### config.mk
export PLATFORM = sky130hd
export DESIGN_NAME = mict_front
export DESIGN_NICKNAME = d
export VERILOG_FILES = /design/src/rtl/mict_pkg.sv /design/src/rtl/mict_front.sv
export SDC_FILE = /design/constraint.sdc
export NUM_CORES = 1
export LEC_CHECK = 0
export BUFFER_PORTS_ARGS = -buffer_cell sky130_fd_sc_hd__buf_2
export CORE_MARGIN = 2
export CORE_UTILIZATION = 56
export DETAILED_ROUTE_END_ITERATION = 16
export GPL_ROUTABILITY_DRIVEN = 0
export GPL_TIMING_DRIVEN = 0
export PLACE_DENSITY = 0.92
export SLEW_MARGIN = 20
export SYNTH_ARGS = -nofsm -noshare
export SYNTH_HDL_FRONTEND = slang
export SYNTH_SLANG_ARGS = --single-unit
### constraint.sdc
create_clock -name clk -period 4.4 [get_ports clk]
set_input_delay 0.88 -clock clk [delete_from_list [all_inputs] [get_ports clk]]
set_output_delay 0.88 -clock clk [all_outputs]
set_load 0.02 [all_outputs]
### src/rtl/mict_pkg.sv
// Package: shared types, codes and default sizes of the multiset intersection table.
`default_nettype none
package mict_pkg;

	localparam int TABLE_ENTRIES_DEF = 64;
	localparam int COUNT_BITS_DEF    = 16;
	localparam int VALUE_BITS_DEF    = 32;

	localparam logic [1:0] OP_LOAD   = 2'd0;
	localparam logic [1:0] OP_PROBE  = 2'd1;
	localparam logic [1:0] OP_CLEAR  = 2'd2;
	localparam logic [1:0] OP_UNUSED = 2'd3;

	localparam logic [2:0] ST_LOADED  = 3'd0;
	localparam logic [2:0] ST_FULL    = 3'd1;
	localparam logic [2:0] ST_MATCH   = 3'd2;
	localparam logic [2:0] ST_NOMATCH = 3'd3;
	localparam logic [2:0] ST_CLEARED = 3'd4;

	typedef struct packed {
		logic [1:0]         op;
		logic signed [31:0] value;
	} mict_in_t;

	typedef struct packed {
		logic [2:0]         status;
		logic signed [31:0] echo_value;
		logic [15:0]        remaining;
	} mict_out_t;

endpackage
`default_nettype wire

### src/rtl/mict_front.sv
// Front end: accepts items, drops unused op codes, queues commands two deep.
`default_nettype none
module mict_front (
	input  wire logic              clk,
	input  wire logic              arst_n,
	input  wire logic              in_valid,
	output logic                   in_ready,
	input  wire mict_pkg::mict_in_t in_data,
	output logic                   cmd_valid,
	input  wire logic              cmd_ready,
	output mict_pkg::mict_in_t     cmd
);

	mict_pkg::mict_in_t q_mem_q [2];
	logic               wr_ptr_q;
	logic               rd_ptr_q;
	logic [1:0]         cnt_q;
	logic               push;
	logic               pop;
	logic               known_op;

	// classify: op code three is taken and dropped
	assign known_op = (in_data.op == mict_pkg::OP_LOAD) || (in_data.op == mict_pkg::OP_PROBE)
		|| (in_data.op == mict_pkg::OP_CLEAR);
	assign in_ready  = (cnt_q != 2'd2);
	assign push      = in_valid && in_ready && known_op;
	assign cmd_valid = (cnt_q != 2'd0);
	assign pop       = cmd_valid && cmd_ready;
	assign cmd       = q_mem_q[rd_ptr_q];

	// hold queued payload
	always_ff @(posedge clk) begin
		if (push) begin
			q_mem_q[wr_ptr_q] <= in_data;
		end
	end

	// advance pointers and fill count
	always_ff @(posedge clk or negedge arst_n) begin
		if (!arst_n) begin
			wr_ptr_q <= 1'b0;
			rd_ptr_q <= 1'b0;
			cnt_q    <= 2'd0;
		end else begin
			if (push) wr_ptr_q <= ~wr_ptr_q;
			if (pop)  rd_ptr_q <= ~rd_ptr_q;
			if (push && !pop)      cnt_q <= cnt_q + 2'd1;
			else if (pop && !push) cnt_q <= cnt_q - 2'd1;
		end
	end

`ifndef SYNTH
	a_cnt_bound: assert property (@(posedge clk) disable iff (!arst_n) cnt_q != 2'd3)
		else $error("queue fill count out of range");
`endif

endmodule
`default_nettype wire

Yosys cells after proc, flatten, opt, wreduce, memory -nomap -nowiden
Memories as Yosys holds them, arrays and structs flattened.
Index checks and enable logic that the tools add are counted.

operators by class
  eq/ne operators = 3
  reductions and logical operators = 12
  add/sub/neg operators = 2
  bitwise logic cells = 2
  multiplexer cells = 4

operator list
  cell                                                 count
  logical AND 1 bit                                    5
  2-to-1 mux 2 bit                                     2
  nonzero test 2 bit                                   2
  adder 2 x 1 -> 2 bit, second input constant          1
  equality test 2 x 1 -> 1 bit, second input constant  1
  equality test 2 bit, second input constant           1
  logical NOT 1 bit                                    2
  logical NOT 2 bit                                    1
  logical OR 1 bit                                     2
  2-to-1 mux 1 bit                                     2
  != test 2 bit, second input constant                 1
  NOT 1 bit                                            2
  subtractor 2 x 1 -> 2 bit, second input constant     1

word-level totals
  input bits = 38
  flip-flop bits (word level) = 4
  memories kept = 1
  output and inout bits = 36
  logic and storage cells = 27
  bits in writable memories = 68

memory list
  memory   words  bits a word  rd ports  clocked after memory_dff  write ports  RTL line          source
  q_mem_q  2      34           1         0                         1            mict_front.sv:14  mict_pkg::mict_in_t q_mem_q [2];

Longest topological paths before layout
  depth after elaboration = 8
  mapped depth = 7
  gate-level depth less buffers = 7

Worst setup path before layout
Ideal clock, no wire load.

  kind = input port to flip-flop
  start = input in_data[32] in the netlist's numbering
  end = memory q_mem_q[0][0] in the netlist's numbering, enable pin
  stages = 3
  required time = 3975 ps
  arrival = 2508 ps
  setup slack = 1467 ps
  buffers on the path = 0
  library setup time = 425 ps
  cell sequence = nand2_1 -> nand3_2 -> nor2_1

on the way
  cells in the longest elaborated chain, start to end = 6
  elaborated cells on any way between the ends = 8
  those cells by class = eq/ne (2); mux (2); reduce/logical (4)

ends and longest elaborated chain
  element                                                            RTL line          source
  from (decl)                                                        mict_front.sv:8   input wire mict_pkg::mict_in_t in_data,
  equality test 2 x 1 -> 1 bit or logical NOT 2 bit (tied branches)  mict_front.sv:23  assign known_op = (in_data.op == mict_pkg::OP_LOAD) || (in_data.op == mict_pkg::OP_PROBE)
  logical OR 1 bit                                                   mict_front.sv:23
  logical OR 1 bit *                                                 mict_front.sv:24  || (in_data.op == mict_pkg::OP_CLEAR);
  logical AND 1 bit *                                                mict_front.sv:26  assign push = in_valid && in_ready && known_op;
  2-to-1 mux 1 bit *                                                 mict_front.sv:33  if (push) begin
  2-to-1 mux 1 bit (not written as such) *                           mict_front.sv:34  q_mem_q[wr_ptr_q] <= in_data;
  to (decl)                                                          mict_front.sv:14

Every way passes the cells marked *; elsewhere a longest branch is shown, timed or not.

==> metrics.yaml <==
drc_errors: 0
drv_cap: 0
yosysWarnings: 0
crit_start: "rd_ptr_q$_DFFE_PN0P_"
synth_fp_nets: 165
hpwlAfterDp_mm: 2.926
routed_via_density: 4.852
mostFrequentLayoutCells: "73 x buf_2, 68 x edfxtp_1, 29 x mux2_4, 9 x clkbuf_8, 5 x mux2_2"
first_iter_violations: 76
final_common_cell: "buf_2"
cts-root-buf: "clkbuf_8"
hold_buffers: 0
drt_wl_total_mm: 4.196
p_sw_frac: 0.3027
fin_nets: 251
core_mm2: 0.004786
async_flop_share: 0.05556
p_leak_nw: 1.435
htree_levels: 3
ys_seq_area_frac: 0.7622
fill_cells: 285
antenna_found_initial: 0
grt_max_degree: 20
pwr_density_cell_mw_per_mm2: 668.2
die_w_um: 74.84
cpLargestDelayFamily: "buffers and inverters"
timing.rr.start: "cnt_q[0]$_DFFE_PN0P_"
tightest_slew_ns: 0.5726
dieArea_mm2: 0.005601
row_count: 25
slew_headroom: 0.6174
cts_setup_buffers: 0
cts_max_path_buffers: 2
post-place-ws_ns: 2.125
period_share: 0.5296
track_usage: 0.1635
yosys-top-cells-area: "edfxtp_1 73%, mux2_4 15%, dfrtp_1 3.6%"
synth_enable_flop_cells: 68
worst_r2r_endpoint: "q_mem_q[1][4]$_DFFE_PP_"
synth_area_per_cell_um2: 22.30
arrival_ns: 1.45
ioPinCount: 74
n_antenna_cell: 0
finalSetupTns_ns: 0
comb_power_share: 0.377
synth_top_area_frac: 0.7266
hold-worst-slack_ns: 0.3590
peakVddDrop_v: 0.0003731
post_dp_cell_area_mm2: 0.003329
ant_nets: 0
p_sw_w: 0.0007142
drt_first_pass_iters: 4
ys_types: 15
clock_skew_ns: 0.006723
fin_crit_ns: 2.330
clkTransAtPathRegs_ns: 0.06
die_h_um: 74.84
syn_area_mm2: 0.002810
crit_cells: 4
worst-path-buf-inv: 3
power.internal_w: 0.001645
crit_path_end_kind: "output pin"
io_buffers: 73
crit_slowest_cell: "dfrtp_1"
crit_fanout: 10
drive_gt1_frac: 0.5972
cts.repair.resized: 0
finalInstanceArea_mm2: 0.003531
rrSetupSlack_ns: 2.62
wl_per_cell_um: 14.83
clkSinkCount: 72
cp_slowest_stage_delay_ns: 0.37
timing.final.ws_setup_ns: 2.070
grt_overflow: 0
initial_core_util: 0.5872
clkPwrFrac: 0.223
path_cells: "buf_6, buf_12, mux2_4, buf_2"
rsz0062_at_grt: "false"
setup_violations: 0
vias: 1373
start_kind: "flop"
finalHoldViolations: 0
outcome: "finished, final reports clean"
r2r_cells: 4
crit_type: "reg2out"
power.share.sequential: 0.400
min_path_type: "in2async"
clock.fmax_mhz: 429.2
syn_inst: 126
critical_path_required_ns: 3.52
maxSlewViolCount: 0
grt_pass1_vias: 1413
insertion_delay_ns: 0.32
numCtsBuffers: 9
ys_ff_latch: 72
synth_top_area_cell: "edfxtp_1"
cts_tree: "built"
syn2layout_area_growth_pct: 25.65
synthFlopType: "edfxtp_1"
grt_pass1_wl_mm: 6.382
## synth_stat cells, types with 2 or more instances
master,n
inv_1,2
buf_12,3
nor2_1,3
xnor2_1,3
nand2_1,2
xor2_1,2
edfxtp_1,68
dfrtp_1,4
mux2_4,29
mux2_2,5
## layout make-up
class	instances	area (µm²)	area share
Inverter	2	7.507	0.002126
Tap cell	67	83.83	0.02374
Timing Repair Buffer	75	420.4	0.1191
Multi-Input combinational cell	48	604.3	0.1712
Clock inverter	4	70.07	0.01984
Sequential cell	72	2142	0.6067
Clock buffer	11	131.4	0.03721
Buffer	4	71.32	0.02020
## power by group through the flow
stage               logic [W]  registers [W]  clock network, W
detailed placement   0.000897       0.000959                 0
floorplan            0.000657       0.000952                 0
CTS                  0.000900       0.000946          0.000538
global route         0.000952       0.000955          0.000566
global placement     0.000844       0.000959                 0
finish               0.000889       0.000944          0.000526
## stage by stage
step                      cells  total power (W)  utilization
after global routing        283         0.002473       0.7378
after floorplan             126         0.001609            -
after CTS                   283         0.002384       0.7378
after global placement      266         0.001803       0.6810
after detailed placement    268         0.001857       0.6957
final                       283         0.002359       0.7378
## how the worst max path moves through the flow
stage | to | slack [ns]
global placement | q_mem_q[1][5]$_DFFE_PP_ | 0.66
detailed placement | q_mem_q[0][11]$_DFFE_PP_ | 2.12
finish | cmd[12] | 2.07
CTS | cmd[12] | 2.05
global route | cmd[27] | 2.01
floorplan | q_mem_q[0][0]$_DFFE_PP_ | 1.47
## logic make-up (layout without fill, tap and decap cells)
kind of cell | Yosys count | in the layout | share of synthesized area
flops | 72 | 72 | 0.7622
mux | 34 | 34 | 0.1750
simple gates | 8 | 8 | 0.01470
buf+inv | 6 | 96 | 0.02805
xor+xnor | 5 | 5 | 0.01559
fa+ha+maj | 1 | 1 | 0.004452
## routing by layer
layer	GRT usage	share of wire	vias to the layer above
li1	-	-	660
met1	0.1664	0.39	647
met2	0.2836	0.52	58
met3	0.06827	0.080	8
met4	0.08929	0.015	0
met5	0	0	-
## flip-flops by register name, indices dropped and copies added (netlist names)
name / cells
cnt_q: 2
rd_ptr_q: 1
q_mem_q: 68
wr_ptr_q: 1
(Power assumes the default switching activity.)
